$ cat src/hdl/t16dec_pkg.sv
`timescale 1ns / 1ps
// ----------------------------------------------------------------------------
// t16dec_pkg: shared types and constants of the Thumb 16-bit decoder
// Holds the decoded record, its code enums, register and flag constants, and
// the access size table of the register-offset load/store group.
// ----------------------------------------------------------------------------
package t16dec_pkg;

  typedef enum logic [1:0] {
    ST_OK         = 2'd0,
    ST_UNDEFINED  = 2'd1,
    ST_UNPREDICT  = 2'd2
  } status_e;

  typedef enum logic [4:0] {
    CLS_DPREG   = 5'd0,
    CLS_DPSHIFT = 5'd1,
    CLS_DPIMM   = 5'd2,
    CLS_MUL     = 5'd3,
    CLS_BX      = 5'd4,
    CLS_BLX     = 5'd5,
    CLS_LDRLIT  = 5'd6,
    CLS_LDRREG  = 5'd7,
    CLS_STRREG  = 5'd8,
    CLS_LDRIMM  = 5'd9,
    CLS_STRIMM  = 5'd10,
    CLS_CBZ     = 5'd11,
    CLS_EXT     = 5'd12,
    CLS_STM     = 5'd13,
    CLS_LDM     = 5'd14,
    CLS_CPS     = 5'd15,
    CLS_HINT    = 5'd16,
    CLS_IT      = 5'd17,
    CLS_SVC     = 5'd18,
    CLS_B       = 5'd19
  } class_e;

  // Register numbers.
  localparam logic [4:0] REG_SP   = 5'd13;
  localparam logic [4:0] REG_PC   = 5'd15;
  localparam logic [4:0] REG_NONE = 5'd16;

  // Operation codes, some beyond the 4-bit Thumb data processing opcode.
  localparam logic [4:0] OP_CMP  = 5'd10;
  localparam logic [4:0] OP_MOV  = 5'd16;
  localparam logic [4:0] OP_ADD  = 5'd17;
  localparam logic [4:0] OP_SUB  = 5'd18;
  localparam logic [4:0] OP_BKPT = 5'd16;
  localparam logic [4:0] COND_AL = 5'd14;

  // Condition field values that do not encode a conditional branch.
  localparam logic [3:0] COND_UDF = 4'hE;
  localparam logic [3:0] COND_SVC = 4'hF;

  // Thumb data processing opcodes that need special register handling.
  localparam logic [3:0] ALU_TST = 4'd8;
  localparam logic [3:0] ALU_RSB = 4'd9;
  localparam logic [3:0] ALU_CMP = 4'd10;
  localparam logic [3:0] ALU_CMN = 4'd11;
  localparam logic [3:0] ALU_MUL = 4'd13;
  localparam logic [3:0] ALU_MVN = 4'd15;

  // Miscellaneous group opcodes, bits 11:8.
  localparam logic [3:0] MISC_SP_ADJ  = 4'h0;
  localparam logic [3:0] MISC_CB0     = 4'h1;
  localparam logic [3:0] MISC_EXTEND  = 4'h2;
  localparam logic [3:0] MISC_CB1     = 4'h3;
  localparam logic [3:0] MISC_PUSH_LO = 4'h4;
  localparam logic [3:0] MISC_PUSH_HI = 4'h5;
  localparam logic [3:0] MISC_CPS     = 4'h6;
  localparam logic [3:0] MISC_CB2     = 4'h9;
  localparam logic [3:0] MISC_REV     = 4'hA;
  localparam logic [3:0] MISC_CB3     = 4'hB;
  localparam logic [3:0] MISC_POP_LO  = 4'hC;
  localparam logic [3:0] MISC_POP_HI  = 4'hD;
  localparam logic [3:0] MISC_BKPT    = 4'hE;
  localparam logic [3:0] MISC_IT_HINT = 4'hF;

  // High register group operations, bits 9:8.
  localparam logic [1:0] HI_ADD = 2'd0;
  localparam logic [1:0] HI_CMP = 2'd1;
  localparam logic [1:0] HI_MOV = 2'd2;

  // Shift kinds.
  localparam logic [1:0] SHK_LSL = 2'd0;

  // Access sizes.
  localparam logic [1:0] SZ_NONE = 2'd0;
  localparam logic [1:0] SZ_BYTE = 2'd1;
  localparam logic [1:0] SZ_HALF = 2'd2;
  localparam logic [1:0] SZ_WORD = 2'd3;

  // Flag bit masks.
  localparam logic [5:0] FL_NONE = 6'h00;
  localparam logic [5:0] FL_S    = 6'h01;
  localparam logic [5:0] FL_SGN  = 6'h02;
  localparam logic [5:0] FL_ADD  = 6'h04;
  localparam logic [5:0] FL_PRE  = 6'h08;
  localparam logic [5:0] FL_WB   = 6'h10;
  localparam logic [5:0] FL_LNK  = 6'h20;

  localparam logic [5:0] SHIFT_32 = 6'd32;

  typedef struct packed {
    status_e            status;
    class_e             insn_class;
    logic [4:0]         operation;
    logic [4:0]         dest_reg;
    logic [4:0]         base_reg;
    logic [4:0]         second_reg;
    logic signed [11:0] immediate;
    logic [15:0]        reg_mask;
    logic [1:0]         shift_kind;
    logic [5:0]         shift_dist;
    logic [1:0]         xfer_size;
    logic [5:0]         flag_bits;
  } dec_rec_t;

  // Record with every field at its unused value.
  function automatic dec_rec_t blank_rec(status_e st);
    dec_rec_t r;
    r.status     = st;
    r.insn_class = CLS_DPREG;
    r.operation  = '0;
    r.dest_reg   = REG_NONE;
    r.base_reg   = REG_NONE;
    r.second_reg = REG_NONE;
    r.immediate  = '0;
    r.reg_mask   = '0;
    r.shift_kind = SHK_LSL;
    r.shift_dist = '0;
    r.xfer_size  = SZ_NONE;
    r.flag_bits  = FL_NONE;
    return r;
  endfunction

  // Access size of the register-offset group, selected by opcode bits 11:9.
  function automatic logic [1:0] regofs_size(logic [2:0] opc);
    logic [1:0] sz;
    case (opc)
      3'd0:    sz = SZ_WORD;
      3'd1:    sz = SZ_HALF;
      3'd2:    sz = SZ_BYTE;
      3'd3:    sz = SZ_BYTE;
      3'd4:    sz = SZ_WORD;
      3'd5:    sz = SZ_HALF;
      3'd6:    sz = SZ_BYTE;
      default: sz = SZ_HALF;
    endcase
    return sz;
  endfunction

endpackage

$ cat src/hdl/t16dec_decode.sv
`timescale 1ns / 1ps
// ----------------------------------------------------------------------------
// t16dec_decode: decode logic of one 16-bit Thumb instruction word
// Splits the word on bits 15:11 and fills the decoded record.
// ----------------------------------------------------------------------------
module t16dec_decode (
  input  logic [15:0]           insn_i,
  output t16dec_pkg::dec_rec_t  rec_o
);
  import t16dec_pkg::*;

  logic [4:0] top;
  logic [4:0] imm5;
  logic [3:0] alu_op;
  logic [3:0] misc_op;
  logic [2:0] ls_opc;
  logic [7:0] list8;
  logic [2:0] mrn;
  dec_rec_t   r;
  logic       fail_undef;
  logic       fail_unpred;

  assign top     = insn_i[15:11];
  assign imm5    = insn_i[10:6];
  assign alu_op  = insn_i[9:6];
  assign misc_op = insn_i[11:8];
  assign ls_opc  = insn_i[11:9];
  assign list8   = insn_i[7:0];
  assign mrn     = insn_i[10:8];

  always_comb begin
    r           = blank_rec(ST_OK);
    fail_undef  = 1'b0;
    fail_unpred = 1'b0;

    if (top inside {[5'd0:5'd7]}) begin
      r.flag_bits = FL_S;
      if (top inside {[5'd0:5'd2]}) begin
        // Shift by immediate; LSL #0 is a plain register move.
        r.operation  = OP_MOV;
        r.dest_reg   = {2'b00, insn_i[2:0]};
        r.second_reg = {2'b00, insn_i[5:3]};
        if (top == 5'd0 && imm5 == 5'd0) begin
          r.insn_class = CLS_DPREG;
        end else begin
          r.insn_class = CLS_DPSHIFT;
          r.shift_kind = top[1:0];
          r.shift_dist = (imm5 == 5'd0) ? SHIFT_32 : {1'b0, imm5};
        end
      end else if (top == 5'd3) begin
        r.dest_reg  = {2'b00, insn_i[2:0]};
        r.base_reg  = {2'b00, insn_i[5:3]};
        r.operation = insn_i[9] ? OP_SUB : OP_ADD;
        if (insn_i[10]) begin
          r.insn_class = CLS_DPIMM;
          r.immediate  = {9'd0, insn_i[8:6]};
        end else begin
          r.insn_class = CLS_DPREG;
          r.second_reg = {2'b00, insn_i[8:6]};
        end
      end else begin
        r.insn_class = CLS_DPIMM;
        r.immediate  = {4'd0, insn_i[7:0]};
        r.dest_reg   = {2'b00, insn_i[10:8]};
        case (top[1:0])
          2'd0: begin
            r.operation = OP_MOV;
          end
          2'd1: begin
            r.operation = OP_CMP;
            r.base_reg  = {2'b00, insn_i[10:8]};
            r.dest_reg  = REG_NONE;
          end
          2'd2: begin
            r.operation = OP_ADD;
            r.base_reg  = {2'b00, insn_i[10:8]};
          end
          default: begin
            r.operation = OP_SUB;
            r.base_reg  = {2'b00, insn_i[10:8]};
          end
        endcase
      end
    end else if (top == 5'd8) begin
      if (insn_i[10]) begin
        // High register operations and branch exchange.
        r.second_reg = {1'b0, insn_i[6:3]};
        case (insn_i[9:8])
          HI_ADD: begin
            r.operation = OP_ADD;
            r.dest_reg  = {1'b0, insn_i[7], insn_i[2:0]};
            r.base_reg  = {1'b0, insn_i[7], insn_i[2:0]};
          end
          HI_CMP: begin
            r.operation = OP_CMP;
            r.base_reg  = {1'b0, insn_i[7], insn_i[2:0]};
            r.flag_bits = FL_S;
          end
          HI_MOV: begin
            r.operation = OP_MOV;
            r.dest_reg  = {1'b0, insn_i[7], insn_i[2:0]};
          end
          default: begin
            if (insn_i[7]) begin
              r.insn_class = CLS_BLX;
              r.flag_bits  = FL_LNK;
            end else begin
              r.insn_class = CLS_BX;
            end
          end
        endcase
      end else begin
        // Two-register data processing.
        r.insn_class = CLS_DPREG;
        r.operation  = {1'b0, alu_op};
        r.dest_reg   = {2'b00, insn_i[2:0]};
        r.base_reg   = {2'b00, insn_i[2:0]};
        r.second_reg = {2'b00, insn_i[5:3]};
        r.flag_bits  = FL_S;
        if (alu_op inside {ALU_TST, ALU_CMP, ALU_CMN}) begin
          r.dest_reg = REG_NONE;
        end else if (alu_op == ALU_RSB) begin
          r.insn_class = CLS_DPIMM;
          r.base_reg   = {2'b00, insn_i[5:3]};
        end else if (alu_op == ALU_MUL) begin
          r.insn_class = CLS_MUL;
          r.operation  = '0;
        end else if (alu_op == ALU_MVN) begin
          r.base_reg = REG_NONE;
        end
      end
    end else if (top == 5'd9) begin
      r.insn_class = CLS_LDRLIT;
      r.dest_reg   = {2'b00, insn_i[10:8]};
      r.base_reg   = REG_PC;
      r.immediate  = {2'd0, insn_i[7:0], 2'b00};
      r.xfer_size  = SZ_WORD;
      r.flag_bits  = FL_ADD;
    end else if (top inside {[5'd10:5'd11]}) begin
      r.dest_reg   = {2'b00, insn_i[2:0]};
      r.base_reg   = {2'b00, insn_i[5:3]};
      r.second_reg = {2'b00, insn_i[8:6]};
      r.insn_class = (ls_opc >= 3'd3) ? CLS_LDRREG : CLS_STRREG;
      r.xfer_size  = regofs_size(ls_opc);
      r.flag_bits  = FL_ADD | ((ls_opc == 3'd3 || ls_opc == 3'd7) ? FL_SGN : FL_NONE);
    end else if (top inside {[5'd12:5'd19]}) begin
      r.insn_class = insn_i[11] ? CLS_LDRIMM : CLS_STRIMM;
      r.flag_bits  = FL_ADD | FL_PRE;
      if (top inside {[5'd18:5'd19]}) begin
        r.dest_reg  = {2'b00, insn_i[10:8]};
        r.base_reg  = REG_SP;
        r.immediate = {2'd0, insn_i[7:0], 2'b00};
        r.xfer_size = SZ_WORD;
      end else begin
        r.dest_reg = {2'b00, insn_i[2:0]};
        r.base_reg = {2'b00, insn_i[5:3]};
        if (top inside {[5'd12:5'd13]}) begin
          r.immediate = {5'd0, imm5, 2'b00};
          r.xfer_size = SZ_WORD;
        end else if (top inside {[5'd14:5'd15]}) begin
          r.immediate = {7'd0, imm5};
          r.xfer_size = SZ_BYTE;
        end else begin
          r.immediate = {6'd0, imm5, 1'b0};
          r.xfer_size = SZ_HALF;
        end
      end
    end else if (top inside {[5'd20:5'd21]}) begin
      r.insn_class = CLS_DPIMM;
      r.operation  = OP_ADD;
      r.dest_reg   = {2'b00, insn_i[10:8]};
      r.base_reg   = (top == 5'd20) ? REG_PC : REG_SP;
      r.immediate  = {2'd0, insn_i[7:0], 2'b00};
    end else if (top inside {[5'd22:5'd23]}) begin
      // Miscellaneous group, selected by bits 11:8.
      case (misc_op)
        MISC_SP_ADJ: begin
          r.insn_class = CLS_DPIMM;
          r.operation  = insn_i[7] ? OP_SUB : OP_ADD;
          r.dest_reg   = REG_SP;
          r.base_reg   = REG_SP;
          r.immediate  = {3'd0, insn_i[6:0], 2'b00};
        end
        MISC_CB0, MISC_CB1, MISC_CB2, MISC_CB3: begin
          r.insn_class = CLS_CBZ;
          r.base_reg   = {2'b00, insn_i[2:0]};
          r.immediate  = {5'd0, insn_i[9], insn_i[7:3], 1'b0};
          r.operation  = {4'd0, insn_i[11]};
        end
        MISC_EXTEND: begin
          r.insn_class = CLS_EXT;
          r.dest_reg   = {2'b00, insn_i[2:0]};
          r.second_reg = {2'b00, insn_i[5:3]};
          r.flag_bits  = insn_i[7] ? FL_NONE : FL_SGN;
          r.xfer_size  = insn_i[6] ? SZ_BYTE : SZ_HALF;
        end
        MISC_PUSH_LO, MISC_PUSH_HI: begin
          r.insn_class = CLS_STM;
          r.base_reg   = REG_SP;
          r.reg_mask   = {1'b0, insn_i[8], 6'd0, insn_i[7:0]};
          r.flag_bits  = FL_WB;
        end
        MISC_CPS: begin
          r.insn_class = CLS_CPS;
          r.immediate  = {7'd0, insn_i[4:0]};
        end
        MISC_REV: begin
          r.insn_class = CLS_EXT;
          r.dest_reg   = {2'b00, insn_i[2:0]};
          r.second_reg = {2'b00, insn_i[5:3]};
          r.operation  = {3'd0, insn_i[7:6]};
        end
        MISC_POP_LO, MISC_POP_HI: begin
          r.insn_class = CLS_LDM;
          r.base_reg   = REG_SP;
          r.reg_mask   = {insn_i[8], 7'd0, insn_i[7:0]};
          r.flag_bits  = FL_WB | FL_ADD;
        end
        MISC_BKPT: begin
          r.insn_class = CLS_HINT;
          r.operation  = OP_BKPT;
          r.immediate  = {4'd0, insn_i[7:0]};
        end
        MISC_IT_HINT: begin
          r.operation = {1'b0, insn_i[7:4]};
          if (insn_i[3:0] != 4'd0) begin
            r.insn_class = CLS_IT;
            r.immediate  = {8'd0, insn_i[3:0]};
          end else begin
            r.insn_class = CLS_HINT;
          end
        end
        default: begin
          fail_undef = 1'b1;
        end
      endcase
    end else if (top inside {[5'd24:5'd25]}) begin
      if (list8 == 8'd0) begin
        fail_unpred = 1'b1;
      end else begin
        r.base_reg = {2'b00, mrn};
        r.reg_mask = {8'd0, list8};
        if (top[0]) begin
          // Writeback only when the base is not reloaded from the list.
          r.insn_class = CLS_LDM;
          r.flag_bits  = FL_ADD | (list8[mrn] ? FL_NONE : FL_WB);
        end else begin
          r.insn_class = CLS_STM;
          r.flag_bits  = FL_ADD | FL_WB;
        end
      end
    end else if (top inside {[5'd26:5'd27]}) begin
      if (insn_i[11:8] == COND_UDF) begin
        fail_undef = 1'b1;
      end else if (insn_i[11:8] == COND_SVC) begin
        r.insn_class = CLS_SVC;
        r.immediate  = {4'd0, insn_i[7:0]};
      end else begin
        r.insn_class = CLS_B;
        r.operation  = {1'b0, insn_i[11:8]};
        r.immediate  = {{3{insn_i[7]}}, insn_i[7:0], 1'b0};
      end
    end else if (top == 5'd28) begin
      r.insn_class = CLS_B;
      r.operation  = COND_AL;
      r.immediate  = {insn_i[10:0], 1'b0};
    end else begin
      // First halfword of a 32-bit encoding.
      fail_undef = 1'b1;
    end

    if (fail_undef) begin
      r = blank_rec(ST_UNDEFINED);
    end else if (fail_unpred) begin
      r = blank_rec(ST_UNPREDICT);
    end
  end

  assign rec_o = r;

endmodule

$ cat src/hdl/thumb16_instruction_decoder.sv
`timescale 1ns / 1ps
// ----------------------------------------------------------------------------
// thumb16_instruction_decoder: 16-bit Thumb instruction decoder
// Registered decoder that turns one Thumb instruction word into a decoded
// record per transaction.
// ----------------------------------------------------------------------------
// The decoder takes one 16-bit instruction per clock cycle while the output
// side does not stall and returns one decoded record for each, in order,
// through the input and result registers. The word is captured in an
// input register, decoded by a single shallow logic cone that splits it on
// bits 15:11, and the record is held in a result register until the
// downstream side takes it. Both registers hold a transaction of their own,
// so a new instruction is still taken while a finished record waits; the
// input stalls only when both registers are full and the output is stalled.
// Encodings that start a 32-bit instruction, the permanently undefined
// conditional branch and unassigned miscellaneous opcodes report status
// undefined; an empty load or store multiple list reports unpredictable.
// In both cases every other field holds its unused value.
// ----------------------------------------------------------------------------
module thumb16_instruction_decoder (
  input  logic               clk_i,
  input  logic               rst_ni,
  // Instruction channel.
  input  logic               in_valid_i,
  output logic               in_stall_o,
  input  logic [15:0]        instruction_i,
  // Decoded record channel.
  output logic               out_valid_o,
  input  logic               out_stall_i,
  output logic [1:0]         status_o,
  output logic [4:0]         insn_class_o,
  output logic [4:0]         operation_o,
  output logic [4:0]         dest_reg_o,
  output logic [4:0]         base_reg_o,
  output logic [4:0]         second_reg_o,
  output logic signed [11:0] immediate_o,
  output logic [15:0]        reg_mask_o,
  output logic [1:0]         shift_kind_o,
  output logic [5:0]         shift_dist_o,
  output logic [1:0]         xfer_size_o,
  output logic [5:0]         flag_bits_o
);
  import t16dec_pkg::*;

  // Input register stage.
  logic        in_valid_q;
  logic        in_valid_d;
  logic [15:0] insn_q;
  logic        in_load;

  // Result register stage.
  logic        out_valid_q;
  logic        out_valid_d;
  dec_rec_t    rec_q;
  dec_rec_t    rec_d;
  logic        out_load;

  // The result register can take a new record when it is empty or its
  // record leaves in this cycle; the input register likewise.
  assign out_load   = !out_valid_q || !out_stall_i;
  assign in_load    = !in_valid_q || out_load;
  assign in_stall_o = !in_load;

  assign in_valid_d  = in_load ? in_valid_i : in_valid_q;
  assign out_valid_d = out_load ? in_valid_q : out_valid_q;

  always_ff @(posedge clk_i or negedge rst_ni) begin
    if (!rst_ni) begin
      in_valid_q  <= 1'b0;
      out_valid_q <= 1'b0;
    end else begin
      in_valid_q  <= in_valid_d;
      out_valid_q <= out_valid_d;
    end
  end

  // Payload registers load only with a transaction and carry no reset.
  always_ff @(posedge clk_i) begin
    if (in_load && in_valid_i) begin
      insn_q <= instruction_i;
    end
    if (out_load && in_valid_q) begin
      rec_q <= rec_d;
    end
  end

  t16dec_decode u_decode (
    .insn_i (insn_q),
    .rec_o  (rec_d)
  );

  assign out_valid_o  = out_valid_q;
  assign status_o     = rec_q.status;
  assign insn_class_o = rec_q.insn_class;
  assign operation_o  = rec_q.operation;
  assign dest_reg_o   = rec_q.dest_reg;
  assign base_reg_o   = rec_q.base_reg;
  assign second_reg_o = rec_q.second_reg;
  assign immediate_o  = rec_q.immediate;
  assign reg_mask_o   = rec_q.reg_mask;
  assign shift_kind_o = rec_q.shift_kind;
  assign shift_dist_o = rec_q.shift_dist;
  assign xfer_size_o  = rec_q.xfer_size;
  assign flag_bits_o  = rec_q.flag_bits;

  // The input only stalls when both stages hold a transaction.
  a_stall_full: assert property (@(posedge clk_i) disable iff (!rst_ni)
    in_stall_o |-> (in_valid_q && out_valid_q))
    else $error("input stalled while a stage was free");

  // A held instruction moves into the result register when it can.
  a_advance: assert property (@(posedge clk_i) disable iff (!rst_ni)
    (in_valid_q && out_load) |=> out_valid_o)
    else $error("decoded instruction was dropped");

  // Prefixes of 32-bit encodings must come out as undefined.
  a_prefix_undef: assert property (@(posedge clk_i) disable iff (!rst_ni)
    (in_valid_q && out_load && insn_q[15:13] == 3'b111 && insn_q[12:11] != 2'b00)
    |=> (status_o == ST_UNDEFINED && dest_reg_o == REG_NONE))
    else $error("32-bit prefix not reported as undefined");

  // A shift amount only appears on the shifted data processing class.
  a_shift_class: assert property (@(posedge clk_i) disable iff (!rst_ni)
    (out_valid_o && shift_dist_o != 6'd0) |-> (insn_class_o == CLS_DPSHIFT))
    else $error("shift amount outside shifted form");

endmodule

$ cat config.mk
export PLATFORM = sky130hd
export DESIGN_NAME = thumb16_instruction_decoder
export DESIGN_NICKNAME = d
export VERILOG_FILES = /design/src/hdl/t16dec_pkg.sv /design/src/hdl/t16dec_decode.sv /design/src/hdl/thumb16_instruction_decoder.sv
export SDC_FILE = /design/constraint.sdc
export NUM_CORES = 1
export LEC_CHECK = 0
export ABC_AREA = 1
export BUFFER_PORTS_ARGS = -buffer_cell sky130_fd_sc_hd__buf_2
export CORE_MARGIN = 2
export CORE_UTILIZATION = 40
export DETAILED_ROUTE_END_ITERATION = 10
export GPL_ROUTABILITY_DRIVEN = 0
export GPL_TIMING_DRIVEN = 0
export SLEW_MARGIN = 20
export SYNTH_ARGS = -nofsm -noshare
export SYNTH_HDL_FRONTEND = slang
export SYNTH_SLANG_ARGS = --single-unit
$ cat constraint.sdc
create_clock -name clk_i -period 3.8 [get_ports clk_i]
set_input_delay 0.19 -clock clk_i [delete_from_list [all_inputs] [get_ports clk_i]]
set_output_delay 0.19 -clock clk_i [all_outputs]
set_load 0.02 [all_outputs]
==> metrics.yaml <==
floorplan:
  chipWidth_um: 118.2
  start_util_pct: 41.19
  num_rows: 41
  io_pins: 93
  core_sq_um: 12670
  die_area_sq_um: 13980
  fp.dieH_um: 118.2
setup_path:
  reg2reg_to: "dest_reg_o[2]$_SDFFCE_PP0P_"
  rrSetupSlack_ps: 1650
  worst-endpoint-arrival_ps: 2250
  crit_fanout: 7
  rr_worst_depth: 8
  startpoint_type: "register"
  worst_ep_required_time_ps: 3900
  r2r-start: "insn_q[13]$_DFFE_PP_"
  crit_type: "reg2reg"
  crit_end: "dest_reg_o[2]$_SDFFCE_PP0P_"
  cp-end-kind: "register"
  setup.worst_path.start: "insn_q[13]$_DFFE_PP_"
yosys:
  yosysUniqueCellTypes: 40
  yosys_warnings: 0
  ys_seq_elements: 83
  avgSynthCellArea_sq_um: 8.129
  synthesis.area_sq_um: 5219
  syn_inst: 642
  ys_seq_area_share_pct: 47.57
global_routing:
  grt_pass1_vias: 5101
  grt_pass1_wl_um: 28100
  antenna_found_initial: 0
  grt_util_all_layers_pct: 26.26
  grt_max_degree: 28
  grt_overflow: 0
sta:
  grt_setup_unrepaired: "false"
  finalHoldViolations: 0
  holdWs_ps: 8.834
  clock_skew_ps: 5.224
  max_clock_freq_ghz: 0.4654
  post-route-min-period_ps: 2149
  fin_crit_sh_pct: 56.54
  maxSlewViolCount: 0
  setup_viol: 0
  max-slew-margin-rel_pct: 48.11
  worstMarginPinSlew_ps: 778.4
  fin_setup_tns_ps: 0
hold_path:
  holdCritPathClass: "in2reg"
  min_from: "instruction_i[3]"
  min_path_cells: 1
placed_design:
  io_buffers: 86
  dp_hpwl_um: 13040
clock_tree:
  post_cts_resize_count: 0
  holdBufCountCts: 6
  cts_root_buf: "clkbuf_16"
  htreeDepth: 3
  insertion_delay_ps: 360
  path_clk_slew_ps: 60
  post_cts_buffers: 0
  cts_tree: "yes"
  cts_sinks: 83
  cts_made_buffers: 9
  clockBufferDepth: 2
route:
  vias: 5359
  drt_iter0_drc: 977
  antenna_left: 0
  drt_first_pass_iters: 8
  viasPerCell: 5.769
  wl_um: 18200
  wl_per_cell_um: 19.59
  drc: 0
finish:
  layout_common_cells: "159 x nand2_1, 95 x buf_2, 81 x edfxtp_1"
  diodes: 0
  layout.nets: 772
  drive_gt1_share_pct: 23.38
  area_growth_pct: 21.53
  multi_input_area_sq_um: 2306
  seq_area_sq_um: 2482
  layout.cells.most_common: "nand2_1"
  n_fill_cell: 1258
power_and_ir_drop:
  powerDensity_nw_per_um2: 443.8
  p_leak_nw: 2.772
  peakVddDrop_v: 0.0002203
run:
  drv_cap: 0
outcome:
  status: "finished clean"
==> synth_stat cells (all sizes together) <==
cell | number | share of area (%)
o2111ai | 2 | 0.34
a21boi | 1 | 0.14
a31oi | 6 | 0.72
conb | 1 | 0.072
nand4 | 16 | 1.9
o22ai | 9 | 1.1
clkbuf | 12 | 0.86
o211ai | 11 | 1.6
o32ai | 1 | 0.17
inv | 62 | 4.5
and3 | 1 | 0.12
buf | 27 | 3.5
nand3 | 42 | 4.1
nand2 | 171 | 13
edfxtp | 81 | 47
o311ai | 1 | 0.17
a211oi | 1 | 0.14
nor3 | 13 | 1.7
o31ai | 2 | 0.29
a22oi | 4 | 0.58
o221ai | 3 | 0.50
nor2 | 80 | 7.6
o21bai | 1 | 0.14
a21oi | 37 | 3.5
a32oi | 3 | 0.50
dfrtp | 2 | 0.96
nor4 | 1 | 0.12
o21ai | 51 | 4.9
==> power breakdown <==
part,switching [mW],leakage (nW),internal [mW]
clock network,0.343,0.164,0.636
logic,0.489,1.80,0.190
registers,0.0250,0.812,1.13
total,0.857,2.77,1.96
==> through the flow <==
| step | cells | worst slack [ps] | util [%] | instance area [sq um] | power, mW |
|---|---|---|---|---|---|
| 6_report | 929 | 1651 | 50.05 | 6342 | 2.815 |
| 5_1_grt | 929 | 1591 | 50.05 | 6342 | 2.921 |
| 3_3_place_gp | 905 | 432.8 | 46.46 | 5887 | 1.812 |
| 2_1_floorplan | 647 | 962.9 | - | 5241 | 1.601 |
| 3_5_place_dp | 907 | 1809 | 46.95 | 5949 | 1.830 |
| 4_1_cts | 929 | 1798 | 50.05 | 6342 | 2.815 |
==> state kept, by name (all words and copies together) (netlist names) <==
signal,flops
xfer_size_o,2
shift_kind_o,2
in_valid_q,1
status_o,2
out_valid_o,1
insn_class_o,5
operation_o,5
dest_reg_o,5
base_reg_o,5
shift_dist_o,6
reg_mask_o,10
immediate_o,12
flag_bits_o,6
insn_q,16
second_reg_o,5
==> cells by family after synthesis <==
| family | synth area share, % |
|---|---|
| simple gates | 28.75 |
| compound gates | 14.79 |
| buf+inv | 8.823 |
| flops | 47.57 |
| other cells | 0.07186 |
==> cell type report <==
class                      count  share of cell area [%]
clock buffer                  10                   3.610
multi-input combinational    463                   36.36
sequential                    83                   39.14
inverter                      62                   3.709
tap                          172                   3.393
buffer                        39                   3.551
timing repair buffer          94                   8.601
clock inverter                 6                   1.637
==> worst min-delay path by stage <==
| stage | endpoint | slack (ps) |
|---|---|---|
| after CTS | insn_q[3]$_DFFE_PP_ | 0.5 |
| after global routing | insn_q[10]$_DFFE_PP_ | 5 |
| after detailed placement | out_valid_o$_DFFE_PN0P_ | -20 |
| after floorplan | in_valid_q$_DFFE_PN0N_ | -110 |
| final | insn_q[3]$_DFFE_PP_ | 9 |
| after global placement | out_valid_o$_DFFE_PN0P_ | -30 |
==> critical path, cell delays in order (launching register included) <==
cell and delay [ps]:
edfxtp_1 410, inv_1 180, nand2_1 200, nor2_1 420, nor2_1 200, nand2_1 200
nand2_1 100, nand3_1 120, nand2_1 70
==> metal layers <==
layer / vias up / routed length, um / global-route usage [%]
met5: - / 0 / 0
met4: 0 / 1117 / 15.81
met3: 97 / 2543 / 8.977
met2: 432 / 7599 / 38.08
met1: 2410 / 6940 / 33.67
li1: 2420 / - / -
Power figures use the tool's default switching activity.
